`config.mk`:
```
export PLATFORM = sky130hd
export DESIGN_NAME = dash_can_frame_button_decoder
export DESIGN_NICKNAME = d
export VERILOG_FILES = /design/src/rtl/dcfb_pkg.sv /design/src/rtl/dash_can_frame_button_decoder.sv /design/src/rtl/dcfb_front.sv /design/src/rtl/dcfb_queue.sv /design/src/rtl/dcfb_back.sv
export SDC_FILE = /design/constraint.sdc
export NUM_CORES = 2
export LEC_CHECK = 0
export ABC_AREA = 1
export BUFFER_PORTS_ARGS = -buffer_cell sky130_fd_sc_hd__buf_2
export CORE_UTILIZATION = 40
export DETAILED_ROUTE_END_ITERATION = 12
export HOLD_SLACK_MARGIN = 0.08
export SETUP_SLACK_MARGIN = 0.02
export SYNTH_ARGS = -nofsm -noshare
export SYNTH_HDL_FRONTEND = slang
export SYNTH_SLANG_ARGS = --single-unit
```
`constraint.sdc`:
```
create_clock -name i_clk -period 10.8 [get_ports i_clk]
set_clock_uncertainty 0.05 [all_clocks]
set_input_delay 2.16 -clock i_clk [delete_from_list [all_inputs] [get_ports i_clk]]
set_output_delay 2.16 -clock i_clk [all_outputs]
set_load 0.02 [all_outputs]
```
`src/rtl/dcfb_pkg.sv`:
```
// Shared types and constants for the dash CAN frame button decoder.
// No dependencies; every other file refers to this package by scoped names.
package dcfb_pkg;

    localparam int unsigned FRAME_BYTES = 17;
    localparam int unsigned CNT_W       = 5;
    localparam int unsigned ID_W        = 29;
    localparam int unsigned MAX_BUTTONS = 8;
    localparam int unsigned STAMP_W     = 32;
    localparam int unsigned HOLD_W      = 16;

    localparam logic [7:0] LEAD_BYTE = 8'h44;
    localparam logic [7:0] SIG_1     = 8'h33;
    localparam logic [7:0] SIG_2     = 8'h22;
    localparam logic [7:0] SIG_3     = 8'h11;

    // Frame positions of the signature and the ID bytes
    localparam logic [CNT_W-1:0] POS_SIG_1 = CNT_W'(1);
    localparam logic [CNT_W-1:0] POS_SIG_2 = CNT_W'(2);
    localparam logic [CNT_W-1:0] POS_SIG_3 = CNT_W'(3);
    localparam logic [CNT_W-1:0] POS_ID_0  = CNT_W'(4);
    localparam logic [CNT_W-1:0] POS_ID_1  = CNT_W'(5);
    localparam logic [CNT_W-1:0] POS_ID_2  = CNT_W'(6);
    localparam logic [CNT_W-1:0] POS_ID_3  = CNT_W'(7);
    localparam logic [CNT_W-1:0] POS_LAST  = CNT_W'(FRAME_BYTES - 1);

    typedef enum logic [1:0] {
        OP_NONE  = 2'd0,
        OP_TICK  = 2'd1,
        OP_FRAME = 2'd2
    } t_op_kind;

    typedef struct packed {
        t_op_kind        kind;
        logic [ID_W-1:0] id;
    } t_op;

    typedef struct packed {
        logic [HOLD_W-1:0] hold_ms;
        logic [7:0]        toggle_mask;
        logic [ID_W-1:0]   button_base_id;
        logic [ID_W-1:0]   screen_next_id;
    } t_cfg;

    // Packed so that switch_state lands in the lowest bits
    typedef struct packed {
        logic [ID_W-1:0]    frame_id;
        logic               frame_done;
        logic signed [1:0]  screen_step;
        logic [7:0]         switch_state;
    } t_result;

endpackage

```
`src/rtl/dash_can_frame_button_decoder.sv`:
```
// Top level of the dash CAN frame button decoder.
// Depends on dcfb_pkg, dcfb_front, dcfb_queue and dcfb_back.

// Receives a stream of serial bytes and millisecond ticks (tuser = 1 marks a
// tick) and returns exactly one result item per input item. Bytes are gathered
// into 17-byte frames that open with 0x44 and carry the signature 33 22 11 and
// a little-endian ID; the low 29 bits of a well-signed frame's ID request a
// screen step or set, toggle or clear one of the virtual buttons. Ticks
// advance a 32-bit millisecond count and release momentary buttons held
// longer than hold_ms. The front end tracks frame position and classifies each
// item; a two-entry queue hands the operations to the back end, which updates
// the button state and loads the output register. The block takes one item per
// clock cycle while the output is not stalled; each result is registered in the
// output register of the back end, and a stalled output fills the queue before the
// input side stops. Registers (APB, 32-bit, byte address 4*i): 0 hold_ms,
// 1 toggle_mask, 2 button_base_id, 3 screen_next_id; write them only while no
// item is in flight.
module dash_can_frame_button_decoder #(
    parameter int unsigned BUTTON_COUNT = 8
) (
    input  logic        i_clk,
    input  logic        i_rst_n,
    // input item stream
    input  logic        s_axis_tvalid,
    output logic        s_axis_tready,
    input  logic [7:0]  s_axis_tdata,   // [7:0] rx_byte
    input  logic        s_axis_tuser,   // [0] command (1 = millisecond tick)
    // result item stream
    output logic        m_axis_tvalid,
    input  logic        m_axis_tready,
    output logic [39:0] m_axis_tdata,   // [7:0] switch_state, [9:8] screen_step,
                                        // [10] frame_done, [39:11] frame_id
    // configuration
    input  logic        psel,
    input  logic        penable,
    input  logic        pwrite,
    input  logic [3:0]  paddr,
    input  logic [31:0] pwdata,
    output logic [31:0] prdata,
    output logic        pready
);

    localparam logic [1:0] REG_HOLD_MS     = 2'd0;
    localparam logic [1:0] REG_TOGGLE_MASK = 2'd1;
    localparam logic [1:0] REG_BUTTON_BASE = 2'd2;
    localparam logic [1:0] REG_SCREEN_NEXT = 2'd3;

    dcfb_pkg::t_cfg    r_cfg;
    dcfb_pkg::t_op     front_op;
    dcfb_pkg::t_op     queue_op;
    dcfb_pkg::t_result result;
    logic              in_accept;
    logic              queue_full;
    logic              queue_valid;
    logic              queue_pop;
    logic              cfg_write;

    // Accept whenever the queue has room
    assign s_axis_tready = !queue_full;
    assign in_accept     = s_axis_tvalid && s_axis_tready;

    // Register file: writes land on the access cycle
    assign pready    = 1'b1;
    assign cfg_write = psel && penable && pwrite && pready;

    always_ff @(posedge i_clk) begin
        if (!i_rst_n) begin
            r_cfg.hold_ms        <= dcfb_pkg::HOLD_W'(200);
            r_cfg.toggle_mask    <= 8'd12;
            r_cfg.button_base_id <= dcfb_pkg::ID_W'(32'h500);
            r_cfg.screen_next_id <= dcfb_pkg::ID_W'(32'h800);
        end else if (cfg_write) begin
            unique case (paddr[3:2])
                REG_HOLD_MS:     r_cfg.hold_ms        <= pwdata[dcfb_pkg::HOLD_W-1:0];
                REG_TOGGLE_MASK: r_cfg.toggle_mask    <= pwdata[7:0];
                REG_BUTTON_BASE: r_cfg.button_base_id <= pwdata[dcfb_pkg::ID_W-1:0];
                REG_SCREEN_NEXT: r_cfg.screen_next_id <= pwdata[dcfb_pkg::ID_W-1:0];
                default: begin
                end
            endcase
        end
    end

    always_comb begin
        unique case (paddr[3:2])
            REG_HOLD_MS:     prdata = 32'(r_cfg.hold_ms);
            REG_TOGGLE_MASK: prdata = 32'(r_cfg.toggle_mask);
            REG_BUTTON_BASE: prdata = 32'(r_cfg.button_base_id);
            REG_SCREEN_NEXT: prdata = 32'(r_cfg.screen_next_id);
            default:         prdata = '0;
        endcase
    end

    // Classify each accepted item
    dcfb_front u_front (
        .i_clk     (i_clk),
        .i_rst_n   (i_rst_n),
        .i_accept  (in_accept),
        .i_command (s_axis_tuser),
        .i_rx_byte (s_axis_tdata),
        .o_op      (front_op)
    );

    // Decouple classification from execution
    dcfb_queue u_queue (
        .i_clk   (i_clk),
        .i_rst_n (i_rst_n),
        .i_push  (in_accept),
        .i_op    (front_op),
        .o_full  (queue_full),
        .i_pop   (queue_pop),
        .o_valid (queue_valid),
        .o_op    (queue_op)
    );

    // Execute operations and hold the result until taken
    dcfb_back #(
        .BUTTON_COUNT (BUTTON_COUNT)
    ) u_back (
        .i_clk      (i_clk),
        .i_rst_n    (i_rst_n),
        .i_cfg      (r_cfg),
        .i_op_valid (queue_valid),
        .i_op       (queue_op),
        .o_pop      (queue_pop),
        .o_valid    (m_axis_tvalid),
        .o_result   (result),
        .i_ready    (m_axis_tready)
    );

    assign m_axis_tdata = result;

endmodule

```
`src/rtl/dcfb_front.sv`:
```
// Front end: frame assembly and item classification.
// Depends on dcfb_pkg; feeds dcfb_queue.
module dcfb_front (
    input  logic                          i_clk,
    input  logic                          i_rst_n,
    input  logic                          i_accept,
    input  logic                          i_command,
    input  logic [7:0]                    i_rx_byte,
    output dcfb_pkg::t_op                 o_op
);

    logic [dcfb_pkg::CNT_W-1:0] r_count, n_count;
    logic                       r_sig,   n_sig;
    logic [dcfb_pkg::ID_W-1:0]  r_id,    n_id;
    logic                       sig_bad;

    always_comb begin
        sig_bad = ((r_count == dcfb_pkg::POS_SIG_1) && (i_rx_byte != dcfb_pkg::SIG_1)) ||
                  ((r_count == dcfb_pkg::POS_SIG_2) && (i_rx_byte != dcfb_pkg::SIG_2)) ||
                  ((r_count == dcfb_pkg::POS_SIG_3) && (i_rx_byte != dcfb_pkg::SIG_3));
        n_count = r_count;
        n_sig   = r_sig;
        n_id    = r_id;
        o_op.kind = dcfb_pkg::OP_NONE;
        o_op.id   = r_id;
        if (i_command) begin
            o_op.kind = dcfb_pkg::OP_TICK;
        end else if (r_count == '0) begin
            if (i_rx_byte == dcfb_pkg::LEAD_BYTE) begin
                n_count = dcfb_pkg::CNT_W'(1);
                n_sig   = 1'b1;
                n_id    = '0;
            end
        end else begin
            if (sig_bad) begin
                n_sig = 1'b0;
            end
            if (r_count == dcfb_pkg::POS_ID_0) n_id[7:0]   = i_rx_byte;
            if (r_count == dcfb_pkg::POS_ID_1) n_id[15:8]  = i_rx_byte;
            if (r_count == dcfb_pkg::POS_ID_2) n_id[23:16] = i_rx_byte;
            if (r_count == dcfb_pkg::POS_ID_3) n_id[28:24] = i_rx_byte[4:0];
            if (r_count == dcfb_pkg::POS_LAST) begin
                n_count = '0;
                n_sig   = 1'b0;
                if (r_sig) begin
                    o_op.kind = dcfb_pkg::OP_FRAME;
                end
            end else begin
                n_count = r_count + dcfb_pkg::CNT_W'(1);
            end
        end
    end

    always_ff @(posedge i_clk) begin
        if (!i_rst_n) begin
            r_count <= '0;
            r_sig   <= 1'b0;
            r_id    <= '0;
        end else if (i_accept) begin
            r_count <= n_count;
            r_sig   <= n_sig;
            r_id    <= n_id;
        end
    end

endmodule

```
`src/rtl/dcfb_queue.sv`:
```
// Two-entry queue of classified operations between front and back end.
// Depends on dcfb_pkg for the entry type.
module dcfb_queue (
    input  logic           i_clk,
    input  logic           i_rst_n,
    input  logic           i_push,
    input  dcfb_pkg::t_op  i_op,
    output logic           o_full,
    input  logic           i_pop,
    output logic           o_valid,
    output dcfb_pkg::t_op  o_op
);

    dcfb_pkg::t_op r_mem [2];
    logic          r_wptr;
    logic          r_rptr;
    logic [1:0]    r_count;

    assign o_full  = (r_count == 2'd2);
    assign o_valid = (r_count != 2'd0);
    assign o_op    = r_mem[r_rptr];

    always_ff @(posedge i_clk) begin
        if (i_push) begin
            r_mem[r_wptr] <= i_op;
        end
    end

    always_ff @(posedge i_clk) begin
        if (!i_rst_n) begin
            r_wptr  <= 1'b0;
            r_rptr  <= 1'b0;
            r_count <= 2'd0;
        end else begin
            if (i_push) r_wptr <= ~r_wptr;
            if (i_pop)  r_rptr <= ~r_rptr;
            unique case ({i_push, i_pop})
                2'b10:   r_count <= r_count + 2'd1;
                2'b01:   r_count <= r_count - 2'd1;
                default: r_count <= r_count;
            endcase
        end
    end

endmodule

```
`src/rtl/dcfb_back.sv`:
```
// Back end: executes ticks and decoded frames on the button state and
// holds the result register. Depends on dcfb_pkg.
module dcfb_back #(
    parameter int unsigned BUTTON_COUNT = 8
) (
    input  logic               i_clk,
    input  logic               i_rst_n,
    input  dcfb_pkg::t_cfg     i_cfg,
    input  logic               i_op_valid,
    input  dcfb_pkg::t_op      i_op,
    output logic               o_pop,
    output logic               o_valid,
    output dcfb_pkg::t_result  o_result,
    input  logic               i_ready
);

    localparam int unsigned MB = dcfb_pkg::MAX_BUTTONS;

    logic [dcfb_pkg::STAMP_W-1:0] r_ms, n_ms;
    logic [dcfb_pkg::STAMP_W-1:0] r_stamp [MB];
    logic [7:0]                   r_buttons, n_buttons;
    logic                         r_valid;
    dcfb_pkg::t_result            r_result, n_result;

    logic [MB-1:0]                present;
    logic [MB-1:0]                expire;
    logic [dcfb_pkg::STAMP_W-1:0] elapsed [MB];
    logic [dcfb_pkg::ID_W:0]      prev_id;
    logic [dcfb_pkg::ID_W-1:0]    offset;
    logic                         id_ge_base;
    logic                         in_range;
    logic [2:0]                   btn;
    logic                         stamp_en;

    assign o_pop   = i_op_valid && (!r_valid || i_ready);
    assign o_valid = r_valid;
    assign o_result = r_result;

    always_comb begin
        for (int b = 0; b < MB; b++) begin
            present[b] = (b < BUTTON_COUNT);
            elapsed[b] = (r_ms + dcfb_pkg::STAMP_W'(1)) - r_stamp[b];
            expire[b]  = present[b] && !i_cfg.toggle_mask[b] && r_buttons[b] &&
                         (elapsed[b] > {{(dcfb_pkg::STAMP_W - dcfb_pkg::HOLD_W){1'b0}},
                                        i_cfg.hold_ms});
        end
    end

    always_comb begin
        prev_id    = {1'b0, i_cfg.screen_next_id} + {{dcfb_pkg::ID_W{1'b0}}, 1'b1};
        id_ge_base = (i_op.id >= i_cfg.button_base_id);
        offset     = i_op.id - i_cfg.button_base_id;
        in_range   = id_ge_base && (offset[dcfb_pkg::ID_W-1:4] == '0) &&
                     ({1'b0, offset[3:0]} < 5'(2 * BUTTON_COUNT));
        btn        = offset[3:1];
    end

    always_comb begin
        n_ms      = r_ms;
        n_buttons = r_buttons;
        stamp_en  = 1'b0;
        n_result.frame_id    = '0;
        n_result.frame_done  = 1'b0;
        n_result.screen_step = 2'sd0;
        unique case (i_op.kind)
            dcfb_pkg::OP_TICK: begin
                n_ms      = r_ms + dcfb_pkg::STAMP_W'(1);
                n_buttons = r_buttons & ~expire;
            end
            dcfb_pkg::OP_FRAME: begin
                n_result.frame_id   = i_op.id;
                n_result.frame_done = 1'b1;
                priority if (i_op.id == i_cfg.screen_next_id) begin
                    n_result.screen_step = 2'sd1;
                end else if ({1'b0, i_op.id} == prev_id) begin
                    n_result.screen_step = -2'sd1;
                end else if (in_range) begin
                    if (offset[0]) begin
                        stamp_en = 1'b1;
                        if (i_cfg.toggle_mask[btn]) begin
                            n_buttons[btn] = ~r_buttons[btn];
                        end else begin
                            n_buttons[btn] = 1'b1;
                        end
                    end else begin
                        n_buttons[btn] = 1'b0;
                    end
                end else begin
                    // unknown ID: hold buttons, no screen step
                    n_result.screen_step = 2'sd0;
                end
            end
            default: begin
            end
        endcase
        n_result.switch_state = n_buttons;
    end

    always_ff @(posedge i_clk) begin
        if (!i_rst_n) begin
            for (int b = 0; b < MB; b++) begin
                r_stamp[b] <= '0;
            end
        end else if (o_pop && stamp_en) begin
            r_stamp[btn] <= r_ms;
        end
    end

    always_ff @(posedge i_clk) begin
        if (o_pop) begin
            r_result <= n_result;
        end
    end

    always_ff @(posedge i_clk) begin
        if (!i_rst_n) begin
            r_ms      <= '0;
            r_buttons <= '0;
            r_valid   <= 1'b0;
        end else begin
            if (o_pop) begin
                r_ms      <= n_ms;
                r_buttons <= n_buttons;
                r_valid   <= 1'b1;
            end else if (i_ready) begin
                r_valid <= 1'b0;
            end
        end
    end

endmodule

```
# == After elaboration in Yosys (flattened, before gate mapping) ==
# Memories as Yosys holds them, arrays and structs flattened. A register that Yosys moved wholly into a read port is not among the register bits.
# Index checks and enable logic that the tools add are counted.
# classes
n_eq_ne,23
add_sub_neg,14
reduce_logical,63
order_cmp,11
mux,53
bitwise_logic,10
# ops
operator,count
> comparator 32 x 16 -> 1 bit,8
subtractor 32 bit,8
case mux 32 bit (4 select lines),1
two-way mux 8 bit,8
two-way mux 29 bit,2
adder 32 x 1 -> 32 bit (second input constant),1
two-way mux 32 bit,1
OR reduction 32 bit,1
adder 29 x 1 -> 30 bit (second input constant),1
== test 29 x 30 -> 1 bit,1
== test 29 bit,1
>= comparator 29 bit,1
subtractor 29 bit,1
logical AND 1 bit,26
logical NOT 25 bit,1
two-way mux 1 bit,23
== test 5 x 3 -> 1 bit (second input constant),4
two-way mux 5 bit,4
AND reduction 4 bit,5
bitwise AND 8 bit,2
!= test 8 x 6 -> 1 bit (second input constant),2
NOT 8 bit,2
case mux 8 bit (2 select lines),1
nonzero test 2 bit,7
other kinds (29),62
# word_totals
regBits,202
mem_count,2
out_inout_bits,75
mem_bits_rw,318
wordCells,197
input_bits,52
# memory_table
name,words,width,read_ports,rd_clocked_by_memory_dff,wr,line,rtl
u_back.r_stamp,8,32,8,0,8,dcfb_back.sv:20,logic [dcfb_pkg::STAMP_W-1:0] r_stamp [MB];
u_queue.r_mem,2,31,1,1,1,dcfb_queue.sv:14,dcfb_pkg::t_op r_mem [2];

# == Depth between registers and ports, before layout ==
# logic_depth
depth_word,13
mapped_depth,37
mapped_depth_nobuf,37

# == By module ==
# Synthesis repeated with hierarchy kept, for this count alone.
# unflattened
cells_unflattened,7190
area_unflattened_um2,46646.0
# by_module_without_submodules
module,area_per_inst_um2,cells_each,seq_area_each_um2,n_inst
dcfb_back,38486.9,6181,9709.3,1
dash_can_frame_button_decoder,3817.4,586,1641.6,1
dcfb_queue,2471.1,131,1961.9,1
dcfb_front,1870.5,292,700.7,1

# == Worst setup path before layout ==
# No wires, ideal clock.
# synth_path
path_type,input to output
startpoint,in paddr[3]
endpoint,out prdata[3]
path_slack_ns,5.433
required_time_ns,8.590
arrival_time_ns,3.157
path_stages,4
path_cell_list,nor2_1 -> inv_1 -> clkbuf_1 -> o21ai_0
# synth_between
elab_chain_len,2
word_cells_on_any_way,5
cone_classes,3 x eq/ne; 1 x mux; 1 x reduce/logical
# synth_rtl
item,line,rtl
"start, declared",dash_can_frame_button_decoder.sv:37,"input logic [3:0] paddr,"
"== test 2 bit, or another cell as far along",dash_can_frame_button_decoder.sv:85,unique case (paddr[3:2])
case mux 32 bit (4 select lines) *,dash_can_frame_button_decoder.sv:85,
"end, declared",dash_can_frame_button_decoder.sv:39,"output logic [31:0] prdata,"
# Mark *: on every way between the ends. The rest lies on a longest branch, timed or not. The select of a mux whose other input is x is not followed.

# == Worst setup path in the final report ==
# layout_path
startpoint,reg u_back.r_ms[0] (netlist bit)
endpoint,"reg u_back.r_result (netlist bit u_back.o_result[6]), data pin"
# layout_between
elab_chain_len,7
# layout_rtl
item,line,rtl
"start, declared",dcfb_back.sv:19,"logic [dcfb_pkg::STAMP_W-1:0] r_ms, n_ms;"
"start signal, assigned",dcfb_back.sv:122,r_ms <= n_ms;
adder 32 x 1 -> 32 bit,dcfb_back.sv:42,elapsed[b] = (r_ms + dcfb_pkg::STAMP_W'(1)) - r_stamp[b];
subtractor 32 bit,dcfb_back.sv:42,
> comparator 32 x 16 -> 1 bit,dcfb_back.sv:44,"(elapsed[b] > {{(dcfb_pkg::STAMP_W - dcfb_pkg::HOLD_W){1'b0}},"
logical AND 1 bit,dcfb_back.sv:43,expire[b] = present[b] && !i_cfg.toggle_mask[b] && r_buttons[b] &&
NOT 8 bit,dcfb_back.sv:68,n_buttons = r_buttons & ~expire;
bitwise AND 8 bit,dcfb_back.sv:68,
case mux 8 bit (2 select lines),dcfb_back.sv:65,unique case (i_op.kind)
net u_back.n_buttons[6],dcfb_back.sv:21,"logic [7:0] r_buttons, n_buttons;"
"end signal, assigned",dcfb_back.sv:111,r_result <= n_result;
"end, declared",dcfb_back.sv:23,"dcfb_pkg::t_result r_result, n_result;"
# The timed path passes the listed nets, and every way through them passes these cells.
# A chain may end at the register's enable or synchronous reset.

==> metrics.md <==
| Metric | Value |
|---|---|
| Met2 usage | `44.0%` |
| Post-cts sizing count | `0` |
| Postcts setup bufs | `0` |
| Worst r2r src | `u_back.r_ms[0]$_SDFFE_PN0P_` |
| Rows | `121` |
| Later-pin clock latency in the skew report | `0.65 ns` |
| FF-to-FF setup slack | `between 3 and 4 ns` |
| Hold Buf Count CTS | `0` |
| Setup crit end kind | `flop` |
| Peak VDD IR | `0.121 mV` |
| Hold Crit Start | `u_queue.r_rptr$_SDFFE_PN0P_` |
| First-pass GRT wire length | `between 200000 and 250000 um` |
| Primary FF master, synth | `edfxtp_1` |
| Outcome | `finished clean` |
| H-tree depth | `3` |
| DRC viols | `0` |
| Hold WC Path Type | `flop to flop` |
| Layout area overhead | `10.3%` |
| Setup violators final | `0` |
| Layout cell share with drive strength beyond 1 | `under 10%` |
| CTS Buf Count | `about 70` |
| Critical Path AT | `~7.7 ns` |
| Met1 usage | `42.0%` |
| Non-Filler Instances | `a little over 8000` |
| Die ar. | `0.112 mm2` |
| Place WS | `3.81 ns` |
| YS warnings | `0` |
| Total Wirelength | `166000 um` |
| DRT Pass-1 Iters | `9` |
| Grt ovf | `0` |
| Mean post-synth cell area | `6.90 um2` |
| CTS root buf | `clkbuf_16` |
| Reg2Reg Depth | `38` |
| Pleak | `23.3 nW` |
| Die W | `335 um` |
| Yosys top cell area share | `24.3%` |
| GR peak layer | `met2` |
| GPL Wtd Cong | `a little under 1` |
| Flops & latches, synth | `between 500 and 600` |
| FILL cells | `11500` |
| CP max FO | `11` |
| IO Count | `between 100 and 150` |
| Crit path max-delay cell type | `dfxtp_1` |
| Initial DRC Count | `4304` |
| Clock buffer depth | `3` |
| Worst Tran Pin Value | `1.25 ns` |
| Mean routed wirelength per cell | `20.6 um` |
| Startpoint types | `flop` |
| Detail Placement HPWL | `approximately 120000 um` |
| Setup repair after global routing missed its margin | `no` |
| Vias in the first global route | `39100` |
| Post-route ant nets | `0` |
| Area contributors post-synth | `edfxtp_1 24%, nand2_1 13%, ha_1 12%, inv_1 8.1%, dfxtp_1 7.4%` |
| Fin. max-slew vios | `0` |
| Worst Path Class, Setup | `flop to flop` |
| Placed cells | `7961` |
| Core Util, Final | `between 40 and 50%` |
| Fmax | `0.138 GHz` |
| Maxcap violations | `0` |
| CTS tree | `yes` |
| CP max stage delay | `0.98 ns` |
| Post-synth ARST share | `0%` |
| Cells after Synth | `6418` |
| TritonCTS Sinks | `521` |
| Most frequent cell after synthesis | `nand2_1` |
| Worst endpoint required time | `11.26 ns` |
| Fin crit share | `67.1%` |
| Crit-path most repeated cell | `nand2_1` |
| Power per cell area | `277 mW/mm2` |
| Final min period | `7.24 ns` |
| TNS Setup | `0 ns` |
| Hold depth | `1` |
| WHS | `approximately 0.40 ns` |
| Drt via density | `~5.4` |
| GRT met3 Usage | `4.50%` |
| Via Count | `approximately 43000` |
| Total Nets Final | `roughly 7000` |
| Largest net degree at the start of global routing | `76` |
| Fin. Hold Viols | `0` |
| Clock Pin Slew Worst Setup and Hold Paths | `0.06 ns` |
| Number of flops mapped to enable cells by yosys | `358` |
| Port Buffer Count | `117` |
| Sequential area share after synthesis | `31.6%` |
| Initial antenna violation count | `7` |
| Die Ht | `around 330 um` |
| Core ar. | `0.109 mm2` |
| Post-Syn Area | `0.0443 mm2` |
| Final worst slack | `3.56 ns` |
| Total global routing track utilization | `29.0%` |
| Area leader, netlist | `edfxtp_1` |
| Initial core utilization | `40.5%` |
| Synth cell types | `61` |
| Most instantiated cells after synthesis | `1586 x nand2_1, 960 x inv_1, 813 x nor2_1` |
| Worst slew margin | `between 10% and 20%` |
| Reg-to-reg endpoint | `u_back.o_result[6]$_DFFE_PP_` |
[registers in the layout (all words and copies together), names as in the netlist, 2 cells and up, named ones only]
| signal | flops |
|---|---|
| u_back.r_stamp | 256 |
| r_cfg | 82 |
| u_queue.r_mem | 62 |
| u_back.o_result | 40 |
| u_back.r_ms | 32 |
| u_front.r_id | 29 |
| u_back.r_buttons | 8 |
| u_front.r_count | 5 |
| u_queue.r_count | 2 |
[worst max-delay path, delay by kind of cell (launching register included)]
kind | cells | cell delay, ns
AOI/OAI and AO/OA | 1 | 0.24
adders and majority gates | 2 | 0.67
buffers and inverters | 7 | 0.91
DFF | 1 | 0.98
and+or+nand+nor | 28 | 4.23
[per-stage QoR]
step / power [mW] / area, um2
after global placement: 10.9 / 46600
final: 13.5 / 48900
after floorplan: 8.46 / 44300
after detailed placement: 11.0 / 46600
after CTS: 13.4 / 48900
after global routing: 14.6 / 48900
[per-layer routing]
metal / vias up / routed length (um)
li1: 21300 / -
met1: 20200 / 76100
met2: 1761 / 70200
met3: 238 / 14700
met4: 2 / 5430
met5: - / 13
[worst max-delay path by stage]
stage,startpoint,end,slack [ns]
final,u_back.r_ms[0]$_SDFFE_PN0P_,u_back.o_result[6]$_DFFE_PP_,3.56
after global routing,u_back.r_ms[0]$_SDFFE_PN0P_,u_back.r_buttons[2]$_SDFFE_PN0P_,3.17
after CTS,u_back.r_ms[0]$_SDFFE_PN0P_,u_back.r_buttons[6]$_SDFFE_PN0P_,3.79
after detailed placement,u_back.r_ms[0]$_SDFFE_PN0P_,u_back.r_buttons[2]$_SDFFE_PN0P_,3.81
after global placement,u_back.r_ms[0]$_SDFFE_PN0P_,u_back.r_buttons[2]$_SDFFE_PN0P_,3.84
after floorplan,paddr[3],prdata[3],5.43
[power by group]
group          internal (mW)  switching, mW
registers               2.39          0.127
clock network           1.36          0.978
logic                   2.68           5.98
[final cells by class]
| type | instances | area, um2 | share of cell area, % |
|---|---|---|---|
| tap | 1476 | 1850 | 3.78 |
| clock inverter | 37 | 459 | 0.939 |
| antenna | 1 | 2.50 | 0.00512 |
| clock buffer | 84 | 1790 | 3.66 |
| timing repair buffer | 163 | 933 | 1.91 |
| sequential | 521 | 14000 | 28.7 |
| inverter | 1005 | 3770 | 7.72 |
| multi-input combinational | 4796 | 26100 | 53.3 |
[layout by cell type, fill, tap and decap left out, types with 68 or more instances in the layout]
cell type,netlist,final
nand2_1,1586,1586
inv_1,960,960
nor2_1,813,809
a21oi_1,560,559
ha_1,414,414
o21ai_0,384,384
edfxtp_1,358,358
nand3_1,334,334
dfxtp_1,163,163
xor2_1,143,129
buf_2,4,116
nand4_1,105,105
nor3_1,78,78
clkbuf_16,0,68
[cell families after synthesis]
group	share of synthesized area, %
adder cells (fa/ha/maj)	12.1
flip-flops	31.6
AO/OA/AOI/OAI	13.1
other	0.0169
buffers and inverters	9.87
XOR/XNOR	3.65
AND/OR/NAND/NOR	29.6
Note: power is estimated with default switching activity, not from simulation.
